File: src/rtl/dpc_pkg.sv
// ----------------------------------------------------------------------------
// dpc_pkg: shared types and constants of the differential pump controller
// Payload structs, register indexes, reset values and fixed thresholds.
// ----------------------------------------------------------------------------
package dpc_pkg;

  localparam int unsigned TempW  = 12;
  localparam int unsigned TimerW = 16;
  localparam int unsigned HystW  = 8;
  localparam int unsigned TrimW  = 7;
  localparam int unsigned HistW  = 3;
  localparam int unsigned CfgIdxW = 3;
  localparam int unsigned CfgDataW = 16;

  // fixed thresholds in tenths of a degree
  localparam logic [TempW-1:0] T1MinTemp  = TempW'(350);
  localparam logic [TempW-1:0] DiffMargin = TempW'(50);
  localparam logic [TempW-1:0] T3MaxTemp  = TempW'(420);
  localparam logic [TempW-1:0] T2MaxTemp  = TempW'(500);
  localparam logic [TempW-1:0] T4MinTemp  = TempW'(350);

  localparam logic [HistW-1:0] HistReset  = '1;
  localparam logic [HistW-1:0] PressPat   = 3'b100;

  localparam logic [TimerW-1:0] BootHoldReset = TimerW'(260);
  localparam logic [TimerW-1:0] MinOnReset    = TimerW'(3120);
  localparam logic [TimerW-1:0] MaxOnReset    = TimerW'(23400);
  localparam logic [TimerW-1:0] OffHoldReset  = TimerW'(7800);
  localparam logic [TempW-1:0]  ThermoHiReset = TempW'(800);
  localparam logic [TempW-1:0]  ThermoLoReset = TempW'(700);
  localparam logic [HystW-1:0]  HystReset     = HystW'(20);

  typedef enum logic [CfgIdxW-1:0] {
    CFG_BOOT_HOLD = 3'd0,
    CFG_MIN_ON    = 3'd1,
    CFG_MAX_ON    = 3'd2,
    CFG_OFF_HOLD  = 3'd3,
    CFG_THERMO_HI = 3'd4,
    CFG_THERMO_LO = 3'd5,
    CFG_HYST      = 3'd6
  } cfg_idx_e;

  typedef struct packed {
    logic [TempW-1:0] temp_one;
    logic [TempW-1:0] temp_two;
    logic [TempW-1:0] temp_three;
    logic [TempW-1:0] temp_four;
    logic [TrimW-1:0] trim_offset;
    logic             button_level;
    logic             thermostat_mode;
  } in_t;

  typedef struct packed {
    logic              pump_on;
    logic              low_temp_flag;
    logic [TimerW-1:0] hold_left;
  } out_t;

  typedef struct packed {
    logic [TimerW-1:0] min_on;
    logic [TimerW-1:0] max_on;
    logic [TimerW-1:0] off_hold;
    logic [TempW-1:0]  thermo_hi;
    logic [TempW-1:0]  thermo_lo;
    logic [HystW-1:0]  hyst;
  } cfg_t;

  typedef struct packed {
    logic              pump;
    logic              low_flag;
    logic [TimerW-1:0] hold;
    logic [TimerW-1:0] run;
    logic [HistW-1:0]  hist;
  } state_t;

endpackage

File: src/rtl/dpc_step.sv
// ----------------------------------------------------------------------------
// dpc_step: next-state logic for one control tick
// Thermostat hysteresis rules and differential timer, block, stop and start
// rules, evaluated in a single combinational pass.
// ----------------------------------------------------------------------------
module dpc_step (
  input  dpc_pkg::in_t    item_i,
  input  dpc_pkg::cfg_t   cfg_i,
  input  dpc_pkg::state_t state_i,
  output dpc_pkg::state_t state_o
);

  logic [dpc_pkg::TempW:0]    hi_thr;
  logic [dpc_pkg::TempW:0]    lo_val;
  logic [dpc_pkg::TempW:0]    t1_margin;
  logic [dpc_pkg::TempW:0]    t3_trim;
  logic [dpc_pkg::TempW:0]    t2_trim;
  logic [dpc_pkg::TimerW-1:0] hold_dec;
  logic [dpc_pkg::TimerW-1:0] run_dec;
  logic [dpc_pkg::HistW-1:0]  hist_n;
  logic                       blocked;
  logic                       pressed;

  assign hi_thr    = {1'b0, cfg_i.thermo_hi} +
                     (state_i.pump ? (dpc_pkg::TempW+1)'(cfg_i.hyst) : '0);
  assign lo_val    = {1'b0, item_i.temp_one} +
                     (state_i.low_flag ? (dpc_pkg::TempW+1)'(cfg_i.hyst) : '0);
  assign t1_margin = {1'b0, item_i.temp_one} + {1'b0, dpc_pkg::DiffMargin};
  assign t3_trim   = {1'b0, item_i.temp_three} + (dpc_pkg::TempW+1)'(item_i.trim_offset);
  assign t2_trim   = {1'b0, item_i.temp_two} + (dpc_pkg::TempW+1)'(item_i.trim_offset);

  assign hold_dec = (state_i.hold != '0) ? state_i.hold - 1'b1 : state_i.hold;
  assign run_dec  = (state_i.run != '0) ? state_i.run - 1'b1 : state_i.run;
  assign hist_n   = {state_i.hist[dpc_pkg::HistW-2:0], item_i.button_level};
  assign pressed  = (hist_n == dpc_pkg::PressPat);

  assign blocked = (item_i.temp_one < dpc_pkg::T1MinTemp) ||
                   ({1'b0, item_i.temp_two} > t1_margin) ||
                   (item_i.temp_three > dpc_pkg::T3MaxTemp) ||
                   (state_i.pump && (run_dec == '0));

  always_comb begin
    state_o = state_i;
    if (item_i.thermostat_mode) begin
      state_o.pump     = ({1'b0, item_i.temp_one} > hi_thr);
      state_o.low_flag = (lo_val < {1'b0, cfg_i.thermo_lo});
    end else begin
      state_o.hold = hold_dec;
      state_o.run  = run_dec;
      if (blocked) begin
        state_o.pump = 1'b0;
        state_o.hold = cfg_i.off_hold;
      end else begin
        state_o.hist = hist_n;
        if (state_i.pump) begin
          if (pressed || ((hold_dec == '0) && ({1'b0, item_i.temp_two} < t3_trim))) begin
            state_o.pump = 1'b0;
            state_o.hold = cfg_i.off_hold;
          end
        end else if (pressed || ((hold_dec == '0) &&
                                 (item_i.temp_two < dpc_pkg::T2MaxTemp) &&
                                 (item_i.temp_four > dpc_pkg::T4MinTemp) &&
                                 ({1'b0, item_i.temp_one} > t2_trim))) begin
          state_o.pump = 1'b1;
          state_o.hold = cfg_i.min_on;
          state_o.run  = cfg_i.max_on;
        end
      end
    end
  end

endmodule

File: src/rtl/differential_pump_controller_core.sv
// ----------------------------------------------------------------------------
// differential_pump_controller_core: pump controller top level
// A result is registered in the output register, or in the skid register while the output is stalled.
// Throughput: one item per cycle while the skid register is free; the state update is one combinational pass.
// An output register plus a skid register decouple the two channels.
// Reset: pump off, low flag clear, hold timer 260, run timer 0, button
// history all ones, configuration registers at their defaults.
// ----------------------------------------------------------------------------
module differential_pump_controller_core (
  input  logic                          clk_i,
  input  logic                          rst_ni,
  input  logic                          in_valid_i,
  output logic                          in_stall_o,
  input  dpc_pkg::in_t                  in_data_i,
  output logic                          out_valid_o,
  input  logic                          out_stall_i,
  output dpc_pkg::out_t                 out_data_o,
  input  logic                          cfg_we_i,
  input  logic [dpc_pkg::CfgIdxW-1:0]   cfg_idx_i,
  input  logic [dpc_pkg::CfgDataW-1:0]  cfg_wdata_i
);

  dpc_pkg::cfg_t   cfg_q;
  dpc_pkg::state_t state_q, state_d;
  dpc_pkg::out_t   out_q, skid_q, res_d;
  logic            out_valid_q, skid_valid_q;
  logic            in_xfer, out_xfer;

  assign in_stall_o  = skid_valid_q;
  assign in_xfer     = in_valid_i && !skid_valid_q;
  assign out_valid_o = out_valid_q;
  assign out_data_o  = out_q;
  assign out_xfer    = out_valid_q && !out_stall_i;

  // configuration; the boot hold value is a fixed reset value, and writes to its index are ignored
  always_ff @(posedge clk_i or negedge rst_ni) begin
    if (!rst_ni) begin
      cfg_q.min_on    <= dpc_pkg::MinOnReset;
      cfg_q.max_on    <= dpc_pkg::MaxOnReset;
      cfg_q.off_hold  <= dpc_pkg::OffHoldReset;
      cfg_q.thermo_hi <= dpc_pkg::ThermoHiReset;
      cfg_q.thermo_lo <= dpc_pkg::ThermoLoReset;
      cfg_q.hyst      <= dpc_pkg::HystReset;
    end else if (cfg_we_i) begin
      case (dpc_pkg::cfg_idx_e'(cfg_idx_i))
        dpc_pkg::CFG_MIN_ON:    cfg_q.min_on    <= cfg_wdata_i;
        dpc_pkg::CFG_MAX_ON:    cfg_q.max_on    <= cfg_wdata_i;
        dpc_pkg::CFG_OFF_HOLD:  cfg_q.off_hold  <= cfg_wdata_i;
        dpc_pkg::CFG_THERMO_HI: cfg_q.thermo_hi <= cfg_wdata_i[dpc_pkg::TempW-1:0];
        dpc_pkg::CFG_THERMO_LO: cfg_q.thermo_lo <= cfg_wdata_i[dpc_pkg::TempW-1:0];
        dpc_pkg::CFG_HYST:      cfg_q.hyst      <= cfg_wdata_i[dpc_pkg::HystW-1:0];
        default: ;
      endcase
    end
  end

  dpc_step u_step (
    .item_i  (in_data_i),
    .cfg_i   (cfg_q),
    .state_i (state_q),
    .state_o (state_d)
  );

  assign res_d.pump_on       = state_d.pump;
  assign res_d.low_temp_flag = state_d.low_flag;
  assign res_d.hold_left     = state_d.hold;

  always_ff @(posedge clk_i or negedge rst_ni) begin
    if (!rst_ni) begin
      state_q.pump     <= 1'b0;
      state_q.low_flag <= 1'b0;
      state_q.hold     <= dpc_pkg::BootHoldReset;
      state_q.run      <= '0;
      state_q.hist     <= dpc_pkg::HistReset;
    end else if (in_xfer) begin
      state_q <= state_d;
    end
  end

  always_ff @(posedge clk_i or negedge rst_ni) begin
    if (!rst_ni) begin
      out_valid_q  <= 1'b0;
      skid_valid_q <= 1'b0;
    end else begin
      if (!out_valid_q || out_xfer) begin
        out_valid_q  <= in_xfer || skid_valid_q;
        skid_valid_q <= 1'b0;
      end else if (in_xfer) begin
        skid_valid_q <= 1'b1;
      end
    end
  end

  always_ff @(posedge clk_i) begin
    if (!out_valid_q || out_xfer) begin
      out_q <= skid_valid_q ? skid_q : res_d;
    end
    if (in_xfer && out_valid_q && !out_xfer) begin
      skid_q <= res_d;
    end
  end

  a_skid_needs_out: assert property (@(posedge clk_i) disable iff (!rst_ni)
    skid_valid_q |-> out_valid_q)
    else $error("skid entry held without an output entry");

  a_result_kept: assert property (@(posedge clk_i) disable iff (!rst_ni)
    (out_valid_q && out_stall_i) |=> out_valid_q)
    else $error("stalled result dropped");

  a_thermo_timers_frozen: assert property (@(posedge clk_i) disable iff (!rst_ni)
    (in_xfer && in_data_i.thermostat_mode) |=>
      ($stable(state_q.run) && $stable(state_q.hold) && $stable(state_q.hist)))
    else $error("timers moved in thermostat mode");

  a_diff_flag_kept: assert property (@(posedge clk_i) disable iff (!rst_ni)
    (in_xfer && !in_data_i.thermostat_mode) |=> $stable(state_q.low_flag))
    else $error("low flag changed in differential mode");

  a_result_follows: assert property (@(posedge clk_i) disable iff (!rst_ni)
    in_xfer |=> out_valid_q)
    else $error("accepted item produced no result");

endmodule

File: config.mk
export PLATFORM = sky130hd
export DESIGN_NAME = differential_pump_controller_core
export DESIGN_NICKNAME = d
export VERILOG_FILES = /design/src/rtl/dpc_pkg.sv /design/src/rtl/dpc_step.sv /design/src/rtl/differential_pump_controller_core.sv
export SDC_FILE = /design/constraint.sdc
export NUM_CORES = 1
export LEC_CHECK = 0
export BUFFER_PORTS_ARGS = -buffer_cell sky130_fd_sc_hd__buf_4
export CAP_MARGIN = 10
export CORE_AREA = 2 2 146 148
export CTS_BUF_LIST = sky130_fd_sc_hd__clkbuf_4 sky130_fd_sc_hd__clkbuf_8 sky130_fd_sc_hd__clkbuf_16
export CTS_CLUSTER_SIZE = 16
export DETAILED_ROUTE_END_ITERATION = 16
export DIE_AREA = 0 0 148 150
export PLACE_DENSITY_LB_ADDON = 0.2
export SLEW_MARGIN = 10
export SYNTH_ARGS = -nofsm -noshare
export SYNTH_HDL_FRONTEND = slang
export SYNTH_HIERARCHICAL = 1
export SYNTH_SLANG_ARGS = --single-unit
File: constraint.sdc
create_clock -name clk_i -period 4.75 [get_ports clk_i]
set_input_delay 0 -clock clk_i [delete_from_list [all_inputs] [get_ports clk_i]]
set_output_delay 0 -clock clk_i [all_outputs]
set_load 0.01 [all_outputs]
* Yosys cells after proc, flatten, opt, wreduce, memory -nomap -nowiden
Cells that the tools add are included.
** Operators by class
- Add/sub/neg operators :: 7
- $mul :: 0
- Div/mod/pow operators :: 0
- Magnitude comparators :: 9
- Equality and inequality tests :: 7
- Shift operators :: 0
- Muxes and demuxes :: 20
- Bitwise logic cells :: 2
- Reduce and logical (&&, ||, !) cells :: 33
** Operators by type and width (number)
- 2-to-1 mux 16 bit :: 6
- > comparator 12 x 13 -> 1 bit :: 3
- 2-to-1 mux 35 bit :: 1
- logical NOT 16 bit :: 2
- 2-to-1 mux 32 bit :: 1
- nonzero test 16 bit :: 2
- subtractor 16 x 1 -> 16 bit, second input constant :: 2
- adder 12 x 13 -> 13 bit :: 2
- adder 12 x 7 -> 13 bit :: 2
- > comparator 12 x 9 -> 1 bit, second input constant :: 2
- < comparator 12 x 9 -> 1 bit, second input constant :: 2
- 2-to-1 mux 19 bit :: 1
- 2-to-1 mux 18 bit :: 1
- 2-to-1 mux 8 bit :: 2
- AND reduction 2 bit :: 7
- adder 12 x 6 -> 13 bit, second input constant :: 1
- < comparator 12 x 13 -> 1 bit :: 1
- < comparator 13 x 12 -> 1 bit :: 1
- equality test 3 bit, second input constant :: 4
- logical AND 1 bit :: 9
- 2-to-1 mux 1 bit :: 8
- logical OR 1 bit :: 7
- equality test 3 x 2 -> 1 bit, second input constant :: 2
- logical NOT 1 bit :: 4
- other kinds (4) :: 5
** Storage, ports and cells
- Bits in registers :: 155
- Latch bits :: 0
- Bits in writable memories :: 0
- ROM bits :: 0
- Input bits :: 81
- Logic and storage cells :: 97
- Memories :: 0

* Depth between registers and ports, before layout
Gate-level depths: netlist (run 1).
- Word-level depth :: 12
- Gate-level depth with buffers :: 22
- Mapped depth without buffers :: 21

* Modules after synthesis
Netlist (run 1), hierarchy kept.
** Modules (own cells, without submodules)
- differential_pump_controller_core :: times used 1, cells an instance 315, area an instance 5904.4 sq um
- dpc_step :: times used 1, cells an instance 727, area an instance 5119.9 sq um

* Worst setup path after synthesis (run 1)
Ideal clock, no wire load.
- Kind :: flip-flop to flip-flop
- From :: register state_q[3] (netlist bit)
- To :: register out_q, in the netlist out_data_o[13], data pin
- Library setup time :: 0.260 ns
- Arrival time :: 3.740 ns
- Data required time :: 4.490 ns
- Path slack :: 0.750 ns
- Cell stages (with the launch flop) :: 16
- Clock period less this slack :: 4.000 ns
- Path through :: dfrtp_1 > inv_1 > ha_1 > or3b_2 > clkbuf_1 > or4_1 > clkbuf_1 > nor2_1 > o221ai_1 > or4_1 > buf_2 > and2_1 > clkbuf_1 > a31oi_1 > o21ai_0 > mux2_2
** RTL lines
- start, declared :: RTL line differential_pump_controller_core.sv:24 : dpc_pkg::state_t state_q, state_d;
- start signal, assigned :: RTL line differential_pump_controller_core.sv:76 : state_q <= state_d;
- end signal, assigned :: RTL line differential_pump_controller_core.sv:96 : out_q <= skid_valid_q ? skid_q : res_d;
- end, declared :: RTL line differential_pump_controller_core.sv:25 : dpc_pkg::out_t out_q, skid_q, res_d;

==> results of run 1 <==
[where the power goes]
part / internal, uW / total, uW / switching (uW) / leakage, uW
logic: 928 / 1860 / 934 / 0.00345
registers: 1730 / 2000 / 278 / 0.00169
clock network: 701 / 1330 / 627 / 0.000276
[state kept, by name (all words and copies together) (netlist names)]
signal       count
cfg_q           80
state_q         36
out_data_o      18
skid_q          18
in_stall_o       1
out_valid_o      1
[cell usage in the layout (no fill, tap or decap), types with 14 or more instances in the layout]
master         count
buf_4            119
a21o_1            16
xor2_1            20
a21oi_1           38
nand4_1           16
nand2_1           40
mux2_2           116
dlygate4sd3_1     19
nand3_1           15
clkbuf_16         17
dfstp_2           35
edfxtp_1          36
and2_1            22
inv_1             62
o21ai_0           56
nand2b_1          18
nor2_1            44
xnor2_1           30
ha_1              92
nor3_1            27
dfrtp_1           83
or4_1             14
mux2_4            20
[metal layers]
metal	vias up	global-route usage [%]
met2	255	40.63
met4	0	7.000
met5	-	0
met1	4168	35.08
li1	4174	-
met3	37	3.689
[how the worst max path moves through the flow]
stage	start	endpoint	slack, ns	depth (start not counted)
3_3_place_gp	in_data_i[2]	out_data_o[17]	0.26	21
5_1_grt	state_q[19]	out_data_o[3]	0.06	12
4_1_cts	state_q[36]	out_data_o[17]	0.35	18
3_5_place_dp	in_data_i[33]	out_data_o[17]	0.13	21
6_report	state_q[19]	out_data_o[3]	0.24	12
2_1_floorplan	state_q[3]	out_data_o[13]	0.77	15
[metrics by stage]
stage	hold slack [ns]	setup WS, ns
final	0.2445	0.2433
after global routing	0.3337	0.05908
after CTS	0.2842	0.3461
after detailed placement	0.2017	0.1279
after global placement	0.2041	0.2626
after floorplan	-0.2956	0.7697
[layout make-up]
type,instances,area share [%]
clock buffer,17,3.338
timing repair buffer,138,8.503
inverter,62,1.826
clock inverter,15,1.237
multi-input combinational,778,50.40
sequential,154,32.00
tap,275,2.700
[timing repair]
action                                  in CTS  in global routing
gates resized for setup                      0                  1
endpoints found under the hold margin      131                  0
endpoints found under the setup margin       0                  1
hold buffers                                19                  0
==> metrics.txt, run 1 <==
fmax=0.2219 GHz; vias in the first global route=8534; WP buf/inv=2; worst-case reg-to-reg path depth=12; drt wl/cell=18.69 um; outcome=complete, no violations; Post-Syn Instances=1039; die width=148 um; Filler Cell Count=1742; Residual DRC=0; Placed Cells=1388; Syn. warnings=6; TNS Setup=0 ns; Synthesized Nets=1216; gr usage total=25.04%; # diodes=0; measured slew at the worst slew-check pin=1.044 ns; PortBufs=100; Clock Latency Late Sink=0.43 ns; crit path launch type=flop; largest net degree at the start of global routing=75; buffer levels on the longest clock path=2; R2R setup slack=0.24 ns; Num CTS Buffers=17; Post-Syn Area=10980 um2; DP Area=11970 um2; post-layout util=61.59%; total power=5194 uW; max_slew headroom=30.43%; Crit Path Category=flop to flop; Sink Count=154; Hold WC Path Type=input pin to asynchronous set/reset pin; register area=4078 um2; number of H-tree levels=4; worst r2r dst=out_data_o[3]; share of layout cells above drive strength 1=28.95%; Die Ht=150 um; Critical Path AT=4.69 ns; CTS tree=yes; drt first pass iters=7; Layout Cells excl Fill=1439; met3 wire length=1.290 mm; Leak=0.005419 uW; Iter 0 DRT Violations=663; initial antenna violation count=0; CORE AREA=20690 um2; Final Skew=0.01108 ns; Avg Vias per Cell=6.000; starting density of the core=53.05%; Clock transition at path regs=0.07 ns; Final Cell Area=12740 um2; RSZ-0062 raised after global routing=false; WL final=26.90 mm; Post-layout nets=1328; met2 routed WL=12.35 mm; DRT met1 WL=12.75 mm; number of top-level design ports=101; max cap viols=0; routed vias=8634; reg2reg start=state_q[19]; slowest CP cell=a2111oi_0; Pwr Density=407.6 nW/um2; CP peak stage delay=0.74 ns; antenna-violating nets left=0; area delta synth->final=16.11%; Setup Buffers After CTS=0; gr ovfl total=0; Slew Limit Fails=0; CTS root buffer=clkbuf_16; Placer Congestion=0.9170; fin crit share=94.88%; nature of the critical path endpoint=flop; area of the multi-input gates=6422 um2; first-pass GRT wire length=43.98 mm; DR top layer=met4; row count=53; die area=22200 um2; final hold vios=0; Mean Syn Cell Area=10.56 um2; setup violators final=0; Largest delay share family, worst path=compound AO/OA/AOI/OAI gates; Final Critical Period=4.507 ns; crit-path cells=inv_1, ha_1, or3b_2, or2_2, o31ai_1, o2111ai_1, a2111oi_0, nor4b_1, buf_4, a222oi_1, o21ai_0, mux2_2; Max FO, Critical Path=8; VDD IR max=284.8 uV; Final HPWL DP=19.63 mm; WP data required=4.93 ns
(Power assumes the default switching activity.)
==> inputs of run 2 (changes only) <==
Settings changed: CTS_CLUSTER_SIZE 16 to 10, RECOVER_POWER from default to 100.
==> run 2 against run 1 <==
The flow now finishes with violations (capacitance limit, slew limit). First-iteration DRC count is 3.9% higher. Highest routed layer unchanged. Sequential power hardly changed. Die area stayed put.
==> metrics.txt, run 2 (same netlist as run 1, synthesis figures left out) <==
initial antenna violation count=0 (unchanged); antenna-violating nets left=0 (unchanged); TNS Setup=0 ns (unchanged); worst r2r dst=out_data_o[3] (unchanged); Final Skew=0.01095 ns (was 0.01108 ns); measured slew at the worst slew-check pin=3.925 ns (was 1.044 ns); die width=148 um (unchanged); nature of the critical path endpoint=flop (unchanged); Clock transition at path regs=0.07 ns (about the same); Crit Path Category=flop to flop (unchanged); Slew Limit Fails=71 (was 0); Final Critical Period=4.453 ns (was 4.507 ns); commonest non-fill, non-tap cell in the layout=mux2_2 (was buf_4); R2R setup slack=0.30 ns (was 0.24 ns); CTS tree=yes (unchanged); Worst Hold Depth=4; total power=5136 uW (was 5194 uW); final hold vios=0 (unchanged); Iter 0 DRT Violations=689 (was 663); commonest cells after routing, fill and taps aside=116 x mux2_2, 92 x buf_4, 92 x ha_1 (was 119 x buf_4, 116 x mux2_2, 92 x ha_1); outcome=finished, violations left (was complete, no violations); starting density of the core=53.05% (unchanged); GR Util met3=3.689% (unchanged); Num CTS Buffers=17 (unchanged); WL final=26.94 mm (was 26.90 mm); WP data required=4.94 ns (was 4.93 ns); reg2reg start=state_q[19] (unchanged); worst-case reg-to-reg path depth=12 (unchanged); crit path launch type=flop (unchanged); # diodes=0 (unchanged); Pwr Density=408.9 nW/um2 (was 407.6 nW/um2); Biggest register=cfg_q (unchanged); VDD IR max=285.1 uV (was 284.8 uV); fmax=0.2246 GHz (was 0.2219 GHz); number of H-tree levels=4 (unchanged); Residual DRC=0 (unchanged); Critical Path AT=4.64 ns (was 4.69 ns); slowest CP cell=a2111oi_0 (unchanged); final worst setup slack=0.2967 ns (was 0.2433 ns); largest net degree at the start of global routing=75 (unchanged); gr ovfl total=0 (unchanged); Final HPWL DP=19.63 mm (unchanged); row count=53 (unchanged); drt first pass iters=8 (was 7); gr usage total=25.04% (unchanged); share of layout cells above drive strength 1=24.74% (was 28.95%); fin crit share=93.75% (was 94.88%); max_slew headroom=-161.7% (was 30.43%); area delta synth->final=14.45% (was 16.11%); setup violators final=0 (unchanged); Avg Vias per Cell=5.987 (was 6.000); Post-layout nets=1328 (unchanged); Sink Count=154 (unchanged); CTS root buffer=clkbuf_16 (unchanged); Placement Setup Slack=0.1279 ns (unchanged); Hold WC Path Type=input pin to flop (was input pin to asynchronous set/reset pin); drt wl/cell=18.72 um (was 18.69 um); number of top-level design ports=101 (unchanged); crit-path cells=inv_1, ha_1, or3b_2, or2_2, o31ai_1, o2111ai_1, a2111oi_0, nor4b_1, clkbuf_1, a222oi_1, o21ai_0, mux2_2 (was inv_1, ha_1, or3b_2, or2_2, o31ai_1, o2111ai_1, a2111oi_0, nor4b_1, buf_4, a222oi_1, o21ai_0, mux2_2); Clock Latency Late Sink=0.43 ns (about the same); max cap viols=1 (was 0); WP buf/inv=2 (unchanged); met1 Track Usage GR=35.08% (unchanged); Placer Congestion=0.9170 (unchanged); number of flip-flops in the largest register=80 (unchanged); PortBufs=100 (unchanged); met2 Use GR=40.63% (unchanged); Die Ht=150 um (unchanged); RSZ-0062 raised after global routing=false (unchanged); buffer levels on the longest clock path=2 (unchanged); Hold Startpoint=in_valid_i; vias in the first global route=8534 (unchanged); die area=22200 um2 (unchanged); Leak=0.005263 uW (was 0.005419 uW); first-pass GRT wire length=43.98 mm (unchanged); failing checks=capacitance limit, slew limit; biggest regs=cfg_q (80), state_q (36) (unchanged); grt peak-use layer=met2 (unchanged); CP peak stage delay=0.69 ns (was 0.74 ns); Hold Crit Endpoint=out_valid_o; Max FO, Critical Path=8 (unchanged); routed vias=8615 (was 8634); CORE AREA=20690 um2 (unchanged); crit path launch=state_q[19] (unchanged); Largest delay share family, worst path=compound AO/OA/AOI/OAI gates (unchanged)
[run 2: worst max-delay path by stage]
stage | cells past startpoint | slack [ns] | to
4_1_cts | 18 | 0.35 | out_data_o[17]
3_3_place_gp | 21 | 0.26 | out_data_o[17]
6_report | 12 | 0.30 | out_data_o[3]
5_1_grt | 12 | 0.06 | out_data_o[3]
2_1_floorplan | 15 | 0.77 | out_data_o[13]
3_5_place_dp | 21 | 0.13 | out_data_o[17]
[run 2: worst reg2reg max path: cells and delay by family, from the launching register on]
family	cells	cell delay (ns)
adders and majority gates	1	0.19
muxes	1	0.31
buffers and inverters	2	0.32
AOI/OAI and AO/OA	5	1.77
and+or+nand+nor	3	1.17
DFF	1	0.45
[run 2: power breakdown]
group          total [uW]  internal (uW)  switching, uW  leakage (uW)
logic                1800            869            934       0.00330
clock network        1330            701            633      0.000276
registers            2000           1730            274       0.00169
total                5140           3300           1840       0.00526
[run 2: metal layers]
| layer | vias up | wire length, um |
|---|---|---|
| met4 | 0 | 506 |
| met5 | - | 0 |
| met3 | 37 | 1259 |
| li1 | 4170 | - |
| met1 | 4169 | 12750 |
| met2 | 239 | 12430 |
[run 2: area by class of cell]
cell class                 count  area, um2
fill                        1805       8128
tap                          275      344.1
inverter                      62      232.7
clock buffer                  17      425.4
sequential                   154       4078
timing repair buffer         138      983.4
multi-input combinational    778       6341
clock inverter                15      157.7
[run 2: per-stage QoR]
step           area, um2  instances  hold WS (ns)  util (%)
2_1_floorplan      10980       1039       -0.2956         -
3_3_place_gp       11970       1388        0.2041     57.86
3_5_place_dp       11970       1388        0.2017     57.86
4_1_cts            12740       1439        0.2842     61.59
5_1_grt            12560       1439        0.3535     60.72
6_report           12560       1439        0.3344     60.72
[run 2: timing repair]
| action | CTS | global route |
|---|---|---|
| resized for setup | 0 | 1 |
| setup buffers | 0 | 0 |
| hold endpoints to repair | 131 | 0 |
| endpoints found under the setup margin | 0 | 1 |
| hold buffers | 19 | 0 |
